<file path="config.mk">
export PLATFORM = sky130hd
export DESIGN_NAME = json_string_escaper_utf8_flat
export DESIGN_NICKNAME = d
export VERILOG_FILES = /design/src/jse_pkg.sv /design/src/jse_req_if.sv /design/src/jse_rsp_if.sv /design/src/json_string_escaper_utf8.sv /design/src/jse_classify.sv /design/src/flat_wrapper.sv
export SDC_FILE = /design/constraint.sdc
export NUM_CORES = 1
export LEC_CHECK = 0
export BUFFER_PORTS_ARGS = -buffer_cell sky130_fd_sc_hd__buf_4
export CORE_MARGIN = 8
export CORE_UTILIZATION = 61
export CTS_BUF_LIST = sky130_fd_sc_hd__clkbuf_16
export DETAILED_ROUTE_END_ITERATION = 10
export PLACE_DENSITY = 0.76
export SYNTH_ARGS = -nofsm -noshare
export SYNTH_HDL_FRONTEND = slang
export SYNTH_HIERARCHICAL = 1
export SYNTH_SLANG_ARGS = --single-unit
</file>
<file path="constraint.sdc">
create_clock -name clock -period 4.9 [get_ports clock]
set_input_delay 0.98 -clock clock [delete_from_list [all_inputs] [get_ports clock]]
set_output_delay 0.98 -clock clock [all_outputs]
set_load 0.1 [all_outputs]
</file>
<file path="src/jse_pkg.sv">
`default_nettype none

package jse_pkg;

   localparam logic [7:0]  CHAR_QUOTE  = 8'h22;
   localparam logic [7:0]  CHAR_BSLASH = 8'h5c;
   localparam logic [7:0]  CHAR_U      = 8'h75;
   localparam logic [7:0]  CHAR_ZERO   = 8'h30;
   localparam logic [7:0]  CTRL_LIMIT  = 8'h20;
   localparam logic [7:0]  HIGH_BYTE   = 8'h80;
   localparam logic [12:0] STR_LIMIT   = 13'd4096;
   localparam logic [11:0] MAX_RESET   = 12'd4095;

   // Token kinds produced by the classifier and replayed by the sequencer
   typedef enum logic [2:0] {
      TOK_PLAIN,
      TOK_ESC2,
      TOK_HEX,
      TOK_COPY,
      TOK_HOLD,
      TOK_DONE,
      TOK_OPEN,
      TOK_CLOSE
   } jse_tok_type;

   typedef struct packed {
      jse_tok_type kind;
      logic [2:0]  len;
   } jse_class_type;

   function automatic logic [7:0] hex_char(input logic [3:0] v);
      logic [7:0] r;
      if (v < 4'd10) begin
         r = 8'h30 + {4'h0, v};
      end else begin
         r = 8'h57 + {4'h0, v};
      end
      return r;
   endfunction

endpackage

`default_nettype wire

</file>
<file path="src/jse_req_if.sv">
`default_nettype none

interface jse_req_if;
   logic       valid;
   logic       ready;
   logic       action;
   logic [7:0] data_byte;

   modport source (output valid, output action, output data_byte, input ready);
   modport sink   (input valid, input action, input data_byte, output ready);
endinterface

`default_nettype wire

</file>
<file path="src/jse_rsp_if.sv">
`default_nettype none

interface jse_rsp_if;
   logic       valid;
   logic       ready;
   logic [7:0] out_byte;
   logic       run_last;
   logic       string_end;
   logic       too_long;

   modport source (output valid, output out_byte, output run_last, output string_end,
                   output too_long, input ready);
   modport sink   (input valid, input out_byte, input run_last, input string_end,
                   input too_long, output ready);
endinterface

`default_nettype wire

</file>
<file path="src/json_string_escaper_utf8.sv">
// Channel | Dir | Handshake          | Payload
// --------+-----+--------------------+-----------------------------------------------
// req     | in  | valid/ready        | action, data_byte
// rsp     | out | valid/ready        | out_byte, run_last, string_end, too_long
// csr     | in  | csr_we, no wait    | csr_wdata = max_string_bytes
//
// One item at a time: an accept step, a classify step per token plus one that finds
// the window empty and either ends the item or picks the closing quote (the opening
// quote needs none) or that parks an incomplete sequence, an emit step per byte and
// a closing step. The classifier is the one shared unit.
// Synchronous active-high reset; max_string_bytes resets to 4095.
// A stalled rsp holds the staged byte and freezes the sequencer.
`default_nettype none

module json_string_escaper_utf8 import jse_pkg::*; (
   input  logic        clock,
   input  logic        reset,
   jse_req_if.sink     req,
   jse_rsp_if.source   rsp,
   input  logic        csr_we,
   input  logic [11:0] csr_wdata
);

   typedef enum logic [1:0] {
      S_IDLE,
      S_CLASSIFY,
      S_EMIT,
      S_FINISH
   } state_type;

   state_type       state_ff, state_in;
   logic [11:0]     max_ff, max_in;
   logic            in_string_ff, in_string_in;
   logic [2:0][7:0] held_ff, held_in;
   logic [1:0]      held_count_ff, held_count_in;
   logic [12:0]     byte_count_ff, byte_count_in;
   logic            ovf_ff, ovf_in;

   // Work window: held bytes plus the new one
   logic [3:0][7:0] win_ff, win_in;
   logic [2:0]      cnt_ff, cnt_in;
   logic            flush_ff, flush_in;

   // Current token
   jse_tok_type     tok_ff, tok_in;
   logic [2:0]      tok_len_ff, tok_len_in;
   logic [2:0]      idx_ff, idx_in;

   // Staged result, held back until we know whether another follows
   logic            stage_v_ff, stage_v_in;
   logic [7:0]      stage_byte_ff, stage_byte_in;
   logic            stage_end_ff, stage_end_in;
   logic            stage_tl_ff, stage_tl_in;

   // Output register
   logic            rsp_v_ff, rsp_v_in;
   logic [7:0]      rsp_byte_ff, rsp_byte_in;
   logic            rsp_last_ff, rsp_last_in;
   logic            rsp_end_ff, rsp_end_in;
   logic            rsp_tl_ff, rsp_tl_in;

   jse_class_type   cls;
   logic            push_ok;
   logic            produce_ok;
   logic [7:0]      emit_byte;
   logic [2:0]      emit_count;
   logic [2:0]      consume;
   logic [12:0]     base_count;
   logic            base_ovf;
   logic [12:0]     next_count;

   jse_classify u_classify (
      .win   (win_ff),
      .cnt   (cnt_ff),
      .flush (flush_ff),
      .cls   (cls)
   );

   assign req.ready      = (state_ff == S_IDLE);
   assign rsp.valid      = rsp_v_ff;
   assign rsp.out_byte   = rsp_byte_ff;
   assign rsp.run_last   = rsp_last_ff;
   assign rsp.string_end = rsp_end_ff;
   assign rsp.too_long   = rsp_tl_ff;

   assign push_ok    = !rsp_v_ff || rsp.ready;
   assign produce_ok = !stage_v_ff || push_ok;

   // A new string restarts the length count
   assign base_count = in_string_ff ? byte_count_ff : 13'd0;
   assign base_ovf   = in_string_ff ? ovf_ff : 1'b0;
   assign next_count = (base_count < STR_LIMIT) ? base_count + 13'd1 : base_count;

   // Byte of the current token at position idx
   always_comb begin
      emit_byte = win_ff[0];
      case (tok_ff)
         TOK_OPEN, TOK_CLOSE: emit_byte = CHAR_QUOTE;
         TOK_PLAIN:           emit_byte = win_ff[0];
         TOK_ESC2:            emit_byte = (idx_ff == 3'd0) ? CHAR_BSLASH : win_ff[0];
         TOK_COPY:            emit_byte = win_ff[idx_ff[1:0]];
         TOK_HEX: begin
            case (idx_ff)
               3'd0:    emit_byte = CHAR_BSLASH;
               3'd1:    emit_byte = CHAR_U;
               3'd2:    emit_byte = CHAR_ZERO;
               3'd3:    emit_byte = CHAR_ZERO;
               3'd4:    emit_byte = hex_char(win_ff[0][7:4]);
               default: emit_byte = hex_char(win_ff[0][3:0]);
            endcase
         end
         default:             emit_byte = win_ff[0];
      endcase
   end

   always_comb begin
      case (tok_ff)
         TOK_ESC2: emit_count = 3'd2;
         TOK_HEX:  emit_count = 3'd6;
         TOK_COPY: emit_count = tok_len_ff;
         default:  emit_count = 3'd1;
      endcase
   end

   always_comb begin
      case (tok_ff)
         TOK_OPEN, TOK_CLOSE: consume = 3'd0;
         TOK_COPY:            consume = tok_len_ff;
         default:             consume = 3'd1;
      endcase
   end

   always_comb begin
      state_in      = state_ff;
      max_in        = max_ff;
      in_string_in  = in_string_ff;
      held_in       = held_ff;
      held_count_in = held_count_ff;
      byte_count_in = byte_count_ff;
      ovf_in        = ovf_ff;
      win_in        = win_ff;
      cnt_in        = cnt_ff;
      flush_in      = flush_ff;
      tok_in        = tok_ff;
      tok_len_in    = tok_len_ff;
      idx_in        = idx_ff;
      stage_v_in    = stage_v_ff;
      stage_byte_in = stage_byte_ff;
      stage_end_in  = stage_end_ff;
      stage_tl_in   = stage_tl_ff;
      rsp_v_in      = push_ok ? 1'b0 : rsp_v_ff;
      rsp_byte_in   = rsp_byte_ff;
      rsp_last_in   = rsp_last_ff;
      rsp_end_in    = rsp_end_ff;
      rsp_tl_in     = rsp_tl_ff;

      if (csr_we) begin
         max_in = csr_wdata;
      end

      case (state_ff)
         S_IDLE: begin
            if (req.valid) begin
               // Load the window: held bytes first, then the new byte
               for (int i = 0; i < 3; i++) begin
                  if (2'(i) < held_count_ff) begin
                     win_in[i] = held_ff[i];
                  end else begin
                     win_in[i] = req.data_byte;
                  end
               end
               win_in[3]     = req.data_byte;
               cnt_in        = {1'b0, held_count_ff} + {2'b00, !req.action};
               flush_in      = req.action;
               held_count_in = 2'd0;
               byte_count_in = base_count;
               ovf_in        = base_ovf;
               if (!req.action) begin
                  byte_count_in = next_count;
                  ovf_in        = base_ovf || (next_count > {1'b0, max_ff});
               end
               idx_in = 3'd0;
               if (!in_string_ff) begin
                  in_string_in = 1'b1;
                  tok_in       = TOK_OPEN;
                  state_in     = S_EMIT;
               end else begin
                  state_in = S_CLASSIFY;
               end
            end
         end

         S_CLASSIFY: begin
            idx_in     = 3'd0;
            tok_in     = cls.kind;
            tok_len_in = cls.len;
            if (cls.kind == TOK_DONE) begin
               state_in = S_FINISH;
            end else if (cls.kind == TOK_HOLD) begin
               // Park the undecided sequence for the next item
               held_in       = win_ff[2:0];
               held_count_in = cnt_ff[1:0];
               state_in      = S_FINISH;
            end else begin
               state_in = S_EMIT;
            end
         end

         S_EMIT: begin
            if (produce_ok) begin
               // Advance the staged byte to the output, stage the new one
               if (stage_v_ff) begin
                  rsp_v_in    = 1'b1;
                  rsp_byte_in = stage_byte_ff;
                  rsp_last_in = 1'b0;
                  rsp_end_in  = stage_end_ff;
                  rsp_tl_in   = stage_tl_ff;
               end
               stage_v_in    = 1'b1;
               stage_byte_in = emit_byte;
               stage_end_in  = (tok_ff == TOK_CLOSE);
               stage_tl_in   = (tok_ff == TOK_CLOSE) && ovf_ff;
               if (idx_ff == emit_count - 3'd1) begin
                  // Drop the consumed bytes from the window
                  for (int i = 0; i < 4; i++) begin
                     if (3'(i) + consume < 3'd4) begin
                        win_in[i] = win_ff[2'(3'(i) + consume)];
                     end
                  end
                  cnt_in = cnt_ff - consume;
                  if (tok_ff == TOK_CLOSE) begin
                     in_string_in  = 1'b0;
                     held_count_in = 2'd0;
                     byte_count_in = 13'd0;
                     ovf_in        = 1'b0;
                     state_in      = S_FINISH;
                  end else begin
                     state_in = S_CLASSIFY;
                  end
               end else begin
                  idx_in = idx_ff + 3'd1;
               end
            end
         end

         S_FINISH: begin
            // Release the last staged byte of the item, marked as last
            if (!stage_v_ff) begin
               state_in = S_IDLE;
            end else if (push_ok) begin
               rsp_v_in    = 1'b1;
               rsp_byte_in = stage_byte_ff;
               rsp_last_in = 1'b1;
               rsp_end_in  = stage_end_ff;
               rsp_tl_in   = stage_tl_ff;
               stage_v_in  = 1'b0;
               state_in    = S_IDLE;
            end
         end

         default: begin
            state_in = S_IDLE;
         end
      endcase
   end

   always_ff @(posedge clock) begin
      if (reset) begin
         state_ff      <= S_IDLE;
         max_ff        <= MAX_RESET;
         in_string_ff  <= 1'b0;
         held_count_ff <= 2'd0;
         byte_count_ff <= 13'd0;
         ovf_ff        <= 1'b0;
         stage_v_ff    <= 1'b0;
         rsp_v_ff      <= 1'b0;
      end else begin
         state_ff      <= state_in;
         max_ff        <= max_in;
         in_string_ff  <= in_string_in;
         held_count_ff <= held_count_in;
         byte_count_ff <= byte_count_in;
         ovf_ff        <= ovf_in;
         stage_v_ff    <= stage_v_in;
         rsp_v_ff      <= rsp_v_in;
      end
      held_ff       <= held_in;
      win_ff        <= win_in;
      cnt_ff        <= cnt_in;
      flush_ff      <= flush_in;
      tok_ff        <= tok_in;
      tok_len_ff    <= tok_len_in;
      idx_ff        <= idx_in;
      stage_byte_ff <= stage_byte_in;
      stage_end_ff  <= stage_end_in;
      stage_tl_ff   <= stage_tl_in;
      rsp_byte_ff   <= rsp_byte_in;
      rsp_last_ff   <= rsp_last_in;
      rsp_end_ff    <= rsp_end_in;
      rsp_tl_ff     <= rsp_tl_in;
   end

endmodule

`default_nettype wire

</file>
<file path="src/jse_classify.sv">
`default_nettype none

module jse_classify import jse_pkg::*; (
   input  logic [3:0][7:0] win,
   input  logic [2:0]      cnt,
   input  logic            flush,
   output jse_class_type   cls
);

   logic [7:0] lead;
   logic [2:0] need;
   logic [2:0] lim;
   logic       bad;
   logic       partial;
   logic [7:0] lo;
   logic [7:0] hi;

   assign lead = win[0];

   always_comb begin
      if (lead inside {[8'hc2:8'hdf]}) begin
         need = 3'd2;
      end else if (lead inside {[8'he0:8'hef]}) begin
         need = 3'd3;
      end else if (lead inside {[8'hf0:8'hf4]}) begin
         need = 3'd4;
      end else begin
         need = 3'd0;
      end
   end

   assign lim     = (cnt < need) ? cnt : need;
   assign partial = cnt < need;

   // Range-check the continuation bytes present in the window
   always_comb begin
      bad = 1'b0;
      lo  = 8'h80;
      hi  = 8'hbf;
      for (int i = 1; i < 4; i++) begin
         lo = 8'h80;
         hi = 8'hbf;
         if (i == 1) begin
            if (lead == 8'he0) begin
               lo = 8'ha0;
            end else if (lead == 8'hed) begin
               hi = 8'h9f;
            end else if (lead == 8'hf0) begin
               lo = 8'h90;
            end else if (lead == 8'hf4) begin
               hi = 8'h8f;
            end
         end
         if (3'(i) < lim && (win[i] < lo || win[i] > hi)) begin
            bad = 1'b1;
         end
      end
   end

   always_comb begin
      cls.kind = TOK_DONE;
      cls.len  = 3'd1;
      if (cnt == 3'd0) begin
         cls.kind = flush ? TOK_CLOSE : TOK_DONE;
      end else if (lead < HIGH_BYTE) begin
         if (lead == CHAR_QUOTE || lead == CHAR_BSLASH) begin
            cls.kind = TOK_ESC2;
         end else if (lead < CTRL_LIMIT) begin
            cls.kind = TOK_HEX;
         end else begin
            cls.kind = TOK_PLAIN;
         end
      end else if (need == 3'd0 || bad) begin
         cls.kind = TOK_HEX;
      end else if (partial) begin
         cls.kind = flush ? TOK_HEX : TOK_HOLD;
      end else begin
         cls.kind = TOK_COPY;
         cls.len  = need;
      end
   end

endmodule

`default_nettype wire

</file>
<file path="src/flat_wrapper.sv">
// flat-port wrapper written by rule: the top's interface ports become plain ports
module json_string_escaper_utf8_flat import jse_pkg::*;
  (clock, reset, csr_we, csr_wdata, req_valid, req_action, req_data_byte, req_ready, rsp_valid, rsp_out_byte, rsp_run_last, rsp_string_end, rsp_too_long, rsp_ready);
  jse_req_if req_i ();
  jse_rsp_if rsp_i ();
  input  logic clock;
  input  logic reset;
  input  logic csr_we;
  input  logic [11:0] csr_wdata;
  input wire logic [$bits(req_i.valid)-1:0] req_valid;
  input wire logic [$bits(req_i.action)-1:0] req_action;
  input wire logic [$bits(req_i.data_byte)-1:0] req_data_byte;
  output wire logic [$bits(req_i.ready)-1:0] req_ready;
  output wire logic [$bits(rsp_i.valid)-1:0] rsp_valid;
  output wire logic [$bits(rsp_i.out_byte)-1:0] rsp_out_byte;
  output wire logic [$bits(rsp_i.run_last)-1:0] rsp_run_last;
  output wire logic [$bits(rsp_i.string_end)-1:0] rsp_string_end;
  output wire logic [$bits(rsp_i.too_long)-1:0] rsp_too_long;
  input wire logic [$bits(rsp_i.ready)-1:0] rsp_ready;
  assign req_i.valid = req_valid;
  assign req_i.action = req_action;
  assign req_i.data_byte = req_data_byte;
  assign req_ready = req_i.ready;
  assign rsp_valid = rsp_i.valid;
  assign rsp_out_byte = rsp_i.out_byte;
  assign rsp_run_last = rsp_i.run_last;
  assign rsp_string_end = rsp_i.string_end;
  assign rsp_too_long = rsp_i.too_long;
  assign rsp_i.ready = rsp_ready;
  json_string_escaper_utf8 u_core (.clock(clock), .reset(reset), .req(req_i), .rsp(rsp_i), .csr_we(csr_we), .csr_wdata(csr_wdata));
endmodule
</file>
### Yosys cells after proc, flatten, opt, wreduce, memory -nomap -nowiden

Cells that the tools add are included.
Widths: inputs -> output; s select.

| word-level totals | value |
|---|---|
| input bits | 26 |
| output and inout bits | 13 |
| bits in registers | 123 |

| cells by class | value |
|---|---|
| eq/ne operators | 37 |
| bitwise logic cells | 1 |
| $add $sub $neg | 12 |
| magnitude comparators | 34 |
| mux-type cells | 125 |
| reductions and logical operators | 44 |

Operator list:

| kind | count |
|---|---|
| $mux 8 | 19 |
| $mux 32 | 3 |
| $mux 13 | 7 |
| $bmux 8 s2 | 5 |
| $pmux 32 s2 | 1 |
| $pmux 8 s4 | 2 |
| $mux 3 | 17 |
| $mux 2 | 17 |
| $eq 8x8->1 const B | 4 |
| $mux 1 | 31 |
| $mux 6 | 5 |
| $reduce_and 5->1 | 6 |
| $pmux 13 s2 | 1 |
| $ge 8x8->1 const B | 3 |
| $le 8x8->1 const B | 3 |
| $lt 8x8->1 const B | 3 |
| $ne 2x1->1 const B | 11 |
| $pmux 3 s2 | 3 |
| $pmux 3 s3 | 2 |
| $add 7x4->8 const A | 2 |
| $gt 8x8->1 const B | 2 |
| $pmux 8 s2 | 1 |
| $eq 3x3->1 const B | 5 |
| $lt 2x3->1 const B | 5 |
| other kinds (47) | 95 |

### Depth between registers and ports, before layout

| depth | value |
|---|---|
| depth in word-level cells | 20 |
| mapped depth | 16 |

### By module

The synthesis kept the hierarchy.

By module, submodules not included:

| module | times used | cells an instance | sequential area each (sq um) | area an instance (sq um) |
|---|---|---|---|---|
| json_string_escaper_utf8 | 1 | 667 | 3363.2 | 7367.1 |
| jse_classify | 1 | 69 | 0.0 | 464.2 |

### Worst setup path before layout

OpenSTA, ideal clock, no wires.

| path | value |
|---|---|
| path kind | register to register |
| start point | reg u_core/win_ff[5] in the netlist's numbering |
| end point | reg u_core/held_ff[0] in the netlist's numbering (enable) |
| clock period less this slack | 4052 ps |
| slack | 848 ps |
| arrival | 3669 ps |
| library setup time | 383 ps |
| cell stages (with the launch flop) | 13 |
| data required time | 4517 ps |
| path through | edfxtp_1 -> or2b_1 -> or4_1 -> or3_1 -> ha_1 -> or4_1 -> nor2_2 -> a31oi_4 -> a31oi_1 -> o32a_1 -> o311ai_1 -> nor3_1 -> and2_1 |

RTL lines:

| what | RTL line | RTL |
|---|---|---|
| start: declaration | json_string_escaper_utf8.sv:40 | `logic [3:0][7:0] win_ff, win_in;` |
| start signal: assignment | json_string_escaper_utf8.sv:288 | `win_ff <= win_in;` |
| end signal: assignment | json_string_escaper_utf8.sv:287 | `held_ff <= held_in;` |
| end: declaration | json_string_escaper_utf8.sv:34 | `logic [2:0][7:0] held_ff, held_in;` |

==> results.md <==
- The die is 129 um tall.
- The total power is 0.00440 W.
- The maximum achievable frequency is 239 MHz.
- The total overflow reported by the global router is 0.
- Including well taps, the total number of placed cells is 912.
- The shortest clock period the worst path allows after layout is 4.18 ns.
- The worst register-to-register path begins at u_core/win_ff[0]$_DFFE_PP_.
- The switching part of the total is 36.9%.
- On the worst path, the slowest cell contributes a delay of 0.61 ns.
- The max-capacitance violation count is 0.
- During synthesis, Yosys emitted a total of 6 warnings.
- STA puts the critical path data required time at 4.99 ns.
- With fillers left out, the area of the finished cells amounts to 8780 um2.
- Once the floorplan was initialized, standard cells occupied 62.3% of the core.
- The proportion of layout cells with a drive suffix above 1 is 18.0%.
- The power density of the placed cells is 501 nW/um2.
- The synthesized cell area is 7830 um2.
- The fraction of the cycle the final worst path needs is 85.3%.
- Relative to the synthesized area, the layout overhead comes to 12.1%.
- Headroom to the max-slew limit came out at 31.2%.
- The worst setup path is launched from a flip-flop.
- In the layout the commonest cells are sky130_fd_sc_hd__edfxtp_1 (90), sky130_fd_sc_hd__nand2_1 (63), sky130_fd_sc_hd__nor2_1 (59).
- The instance count along the most critical hold path is 0.
- The H-tree generated during clock tree synthesis spans 4 levels.
- The async set-or-reset flop fraction in the synthesized netlist is 0%.
- In this run the critical register-to-register path is captured at u_core/held_ff[1]$_DFFE_PP_.
- For this run, the register share of the synthesized area comes to 42.9%.
- The area of the die is 16700 um2.
- Setup violations remaining at the end of the flow were counted as 0.
- The initial antenna violation count was 0.
- The most common cell after layout, fill and taps aside is sky130_fd_sc_hd__edfxtp_1.
- After detailed routing, the number of remaining DRC violations is 0.
- The number of placement rows is 41.
- The count of different cell masters after synthesis is 79.
- Before antenna repair, the detailed router went through 5 iterations.
- Averaged over all synthesized cells, the footprint is 10.6 um2.
- The hold buffer count at cts is 0.
- On the final layout, the worst clock skew is 0.00447 ns.
- The register-to-register path setup slack is 0.72 ns.
- The worst setup path is captured at a flip-flop.
- The cell count after synthesis came out at 736.
- In this design, the critical path's most frequently occurring cell is sky130_fd_sc_hd__or4_1.
- The endpoint arrival time on the critical path is 4.27 ns.
- The clock sink total is 123.
- The TritonCTS clock tree is yes.
- Counting flops and latches in the post-synthesis netlist gives 123.
- The layout has 917 filler cells.
- The number of cells on the worst reg-to-reg path is 12.
- The smallest hold slack is 0.418 ns.
- Entering global routing, the biggest net connects 69 pins.
- The die outline width is 129 um.
- The synthesized design contains 90 enable-type register cells.
- The final-report hold violation count came to 0.
- The worst hold path begins at u_core/stage_byte_ff[1]$_DFFE_PP_.
- Summed over all nets, the switching power comes to 0.00162 W.
- The clock latency on the worst-skew pair is 0.42 ns.
- Across the VDD grid, the largest voltage drop is 265 uV.
- In this run the worst hold path is classified as flip-flop to flip-flop.
- The area of the placeable core is 12600 um2.
- The largest individual stage delay along the critical path comes from the cell sky130_fd_sc_hd__or4_1.
- The sequential cells in the finished layout cover a total of 3360 um2.
- Setup repair after global routing left no endpoint under its margin.
- Excluding fillers, the count of instances in the completed layout stands at 944.
- The via density per instance is 6.52.
- The number of antenna repair diodes is 0.
- The path with the worst hold slack has its endpoint at u_core/rsp.out_byte[1]$_DFFE_PP_.
- The internal portion of the total power is 0.00278 W.
- The final net count is 818.
- The via count of the first global-routing pass is 5810.
- Once the clock tree was built, the resizer swapped 0 gates to a different size.
- The boundary pin count is 39.
- Of all nets on the critical path, the largest fanout is 24.
- The analysis attributes to cell leakage a power of 3.41 nW.
- After legalization and detailed placement, the total HPWL measured 13400 um.
- The post-CTS setup buffer count is 0.
- The commonest register cell after synthesis is sky130_fd_sc_hd__edfxtp_1.
- The run finished with clean final reports.
- The area of placed instances is 8200 um2.
- The pin slew with the least headroom to its limit is 1.03 ns.
- The number of nets produced by synthesis is 795.
- The area taken by multi-input logic gates is 4100 um2.
- The share of total power in the clock network is 27.7%.
- After clock tree synthesis, the clock-pin slew on the worst setup and hold paths is 0.06 ns.
- The number of DRC markers after the initial detailed-route iteration is 674.
- CTS placed an instance of sky130_fd_sc_hd__clkbuf_16 at the clock tree root.
- The final route contains 6158 vias.
- The global placer's final weighted congestion is 0.917.
- The max-slew violation total from the final report was 0.
- Traced cell by cell, the critical path runs through or4_1 > or3_1 > ha_1 > or4_1 > nor2_2 > a31oi_4 > a31oi_1 > o32a_1 > o311ai_1 > nor3_1 > and2_1 > buf_4.
- Counting along the longest clock path gives a buffer depth of 2.
- The aggregate negative setup slack is 0 ns.
- TritonCTS created 17 clock buffers.
- The overall routing resource usage is 24.9%.
- The setup path with the least slack is of type flip-flop to flip-flop.
- Port buffering added 38 buffers.
- The relative contribution of sequential cells to total power is 38.6%.
- The first global-routing pass estimated 31700 um of wire.
- The final layout contains routed wiring with a total length of 19800 um.
- In the final routed layout, each cell accounts on average for 20.9 um.
- Per report_power, the combinational group accounts for 33.8% of the total.
- Once detail routing completed, the nets flagged for antenna violations numbered 0.
## worst max-delay path by stage
stage,slack [ns],to,startpoint,cells after the start
floorplan,0.85,u_core/held_ff[0]$_DFFE_PP_,u_core/win_ff[5]$_DFFE_PP_,12
global placement,0.87,u_core/held_ff[13]$_DFFE_PP_,u_core/win_ff[0]$_DFFE_PP_,12
detailed placement,0.77,u_core/held_ff[9]$_DFFE_PP_,u_core/win_ff[0]$_DFFE_PP_,12
CTS,0.75,u_core/held_ff[1]$_DFFE_PP_,u_core/win_ff[0]$_DFFE_PP_,12
global route,0.51,u_core/held_ff[21]$_DFFE_PP_,u_core/win_ff[0]$_DFFE_PP_,12
finish,0.72,u_core/held_ff[1]$_DFFE_PP_,u_core/win_ff[0]$_DFFE_PP_,12
## power by group through the flow
stage	Sequential, W	Clock, W	Combinational [W]
CTS	0.00169	0.00124	0.00146
finish	0.00170	0.00122	0.00149
global route	0.00173	0.00128	0.00160
floorplan	0.00158	0	0.00114
detailed placement	0.00170	0	0.00145
global placement	0.00167	0	0.00142
## cell type report
class                      count  share of cell area (%)
sequential                   123                    38.3
clock buffer                  17                    4.84
timing repair buffer          47                    4.02
multi-input combinational    525                    46.7
clock inverter                15                    1.72
tap                          172                    2.45
inverter                      45                    1.98
## logic make-up (layout without fill, tap and decap cells)
logic type               Yosys count  after routing  share of synthesized area (%)
AO/OA/AOI/OAI                    164            164                           14.0
adder cells (fa/ha/maj)           33             33                           5.37
multiplexers                      83             83                           16.6
buffers and inverters             88            124                           4.75
flip-flops                       123            123                           42.9
AND/OR/NAND/NOR                  226            226                           14.3
XOR/XNOR                          19             19                           2.12
## sequential cells by signal, summed over array words and instances (netlist names)
name / flops
u_core/tok_ff: 3
u_core/idx_ff: 3
u_core/rsp.too_long: 1
u_core/rsp.valid: 1
u_core/rsp.run_last: 1
u_core/ovf_ff: 1
u_core/stage_byte_ff: 8
u_core/rsp.out_byte: 8
u_core/held_ff: 24
u_core/stage_v_ff: 1
u_core/held_count_ff: 2
u_core/rsp.string_end: 1
u_core/state_ff: 2
u_core/flush_ff: 1
u_core/stage_tl_ff: 1
u_core/in_string_ff: 1
u_core/byte_count_ff: 13
u_core/max_ff: 12
u_core/win_ff: 32
u_core/tok_len_ff: 3
u_core/cnt_ff: 3
u_core/stage_end_ff: 1
## through the flow
stage	setup slack, ns	util [%]
6_report	0.719	69.9
5_1_grt	0.513	69.9
4_1_cts	0.748	69.9
3_5_place_dp	0.774	65.3
3_3_place_gp	0.866	65.3
2_1_floorplan	0.848	-
## cells in the mapped netlist, types with 3 or more instances
cell                        n  area share (%)
sky130_fd_sc_hd__a211oi_1   7            0.67
sky130_fd_sc_hd__a21o_1     6            0.58
sky130_fd_sc_hd__a21oi_1   52             3.3
sky130_fd_sc_hd__a221o_1    3            0.38
sky130_fd_sc_hd__a22o_1     3            0.34
sky130_fd_sc_hd__a22oi_1    3            0.29
sky130_fd_sc_hd__a31oi_1    6            0.48
sky130_fd_sc_hd__and2_1    10            0.80
sky130_fd_sc_hd__and3_1    10            0.80
sky130_fd_sc_hd__and4_1     3            0.34
sky130_fd_sc_hd__buf_1      3            0.14
sky130_fd_sc_hd__buf_2      5            0.32
sky130_fd_sc_hd__clkbuf_1  32             1.5
sky130_fd_sc_hd__clkinv_1   3            0.14
sky130_fd_sc_hd__dfxtp_1   33             8.4
sky130_fd_sc_hd__edfxtp_1  90              35
sky130_fd_sc_hd__ha_1      32             5.1
sky130_fd_sc_hd__inv_1     40             1.9
sky130_fd_sc_hd__mux2_2    11             1.6
sky130_fd_sc_hd__mux2i_1   36             4.6
sky130_fd_sc_hd__mux4_2    35              10
sky130_fd_sc_hd__nand2_1   63             3.0
sky130_fd_sc_hd__nand2b_1   5            0.40
sky130_fd_sc_hd__nand3_1   22             1.4
sky130_fd_sc_hd__nand4_1    4            0.32
sky130_fd_sc_hd__nor2_1    59             2.8
sky130_fd_sc_hd__nor2b_1   11            0.88
sky130_fd_sc_hd__nor3_1    11            0.70
sky130_fd_sc_hd__nor4_1     5            0.40
sky130_fd_sc_hd__o211ai_1  17             1.6
sky130_fd_sc_hd__o21a_1     7            0.67
sky130_fd_sc_hd__o21ai_0   22             1.4
sky130_fd_sc_hd__o21ai_1    3            0.19
sky130_fd_sc_hd__o21bai_1   5            0.48
sky130_fd_sc_hd__o31ai_1    3            0.29
sky130_fd_sc_hd__or3_1      4            0.32
sky130_fd_sc_hd__or4_1      5            0.48
sky130_fd_sc_hd__xnor2_1   12             1.3
sky130_fd_sc_hd__xor2_1     7            0.78
## metal layers
layer	part of all wire [%]	GRT usage (%)	up-vias
li1	-	-	2825
met1	43	33.7	2978
met2	45	36.7	319
met3	8.9	7.15	36
met4	2.5	10.4	0
met5	0	0	-
## critical path, delay by kind of cell, from the launching register on
family | cells | cell delay [ns]
and+or+nand+nor | 6 | 1.95
AOI/OAI and AO/OA | 4 | 0.73
DFF | 1 | 0.60
buffers and inverters | 1 | 0.35
adders and majority gates | 1 | 0.20
(Power assumes the default switching activity.)
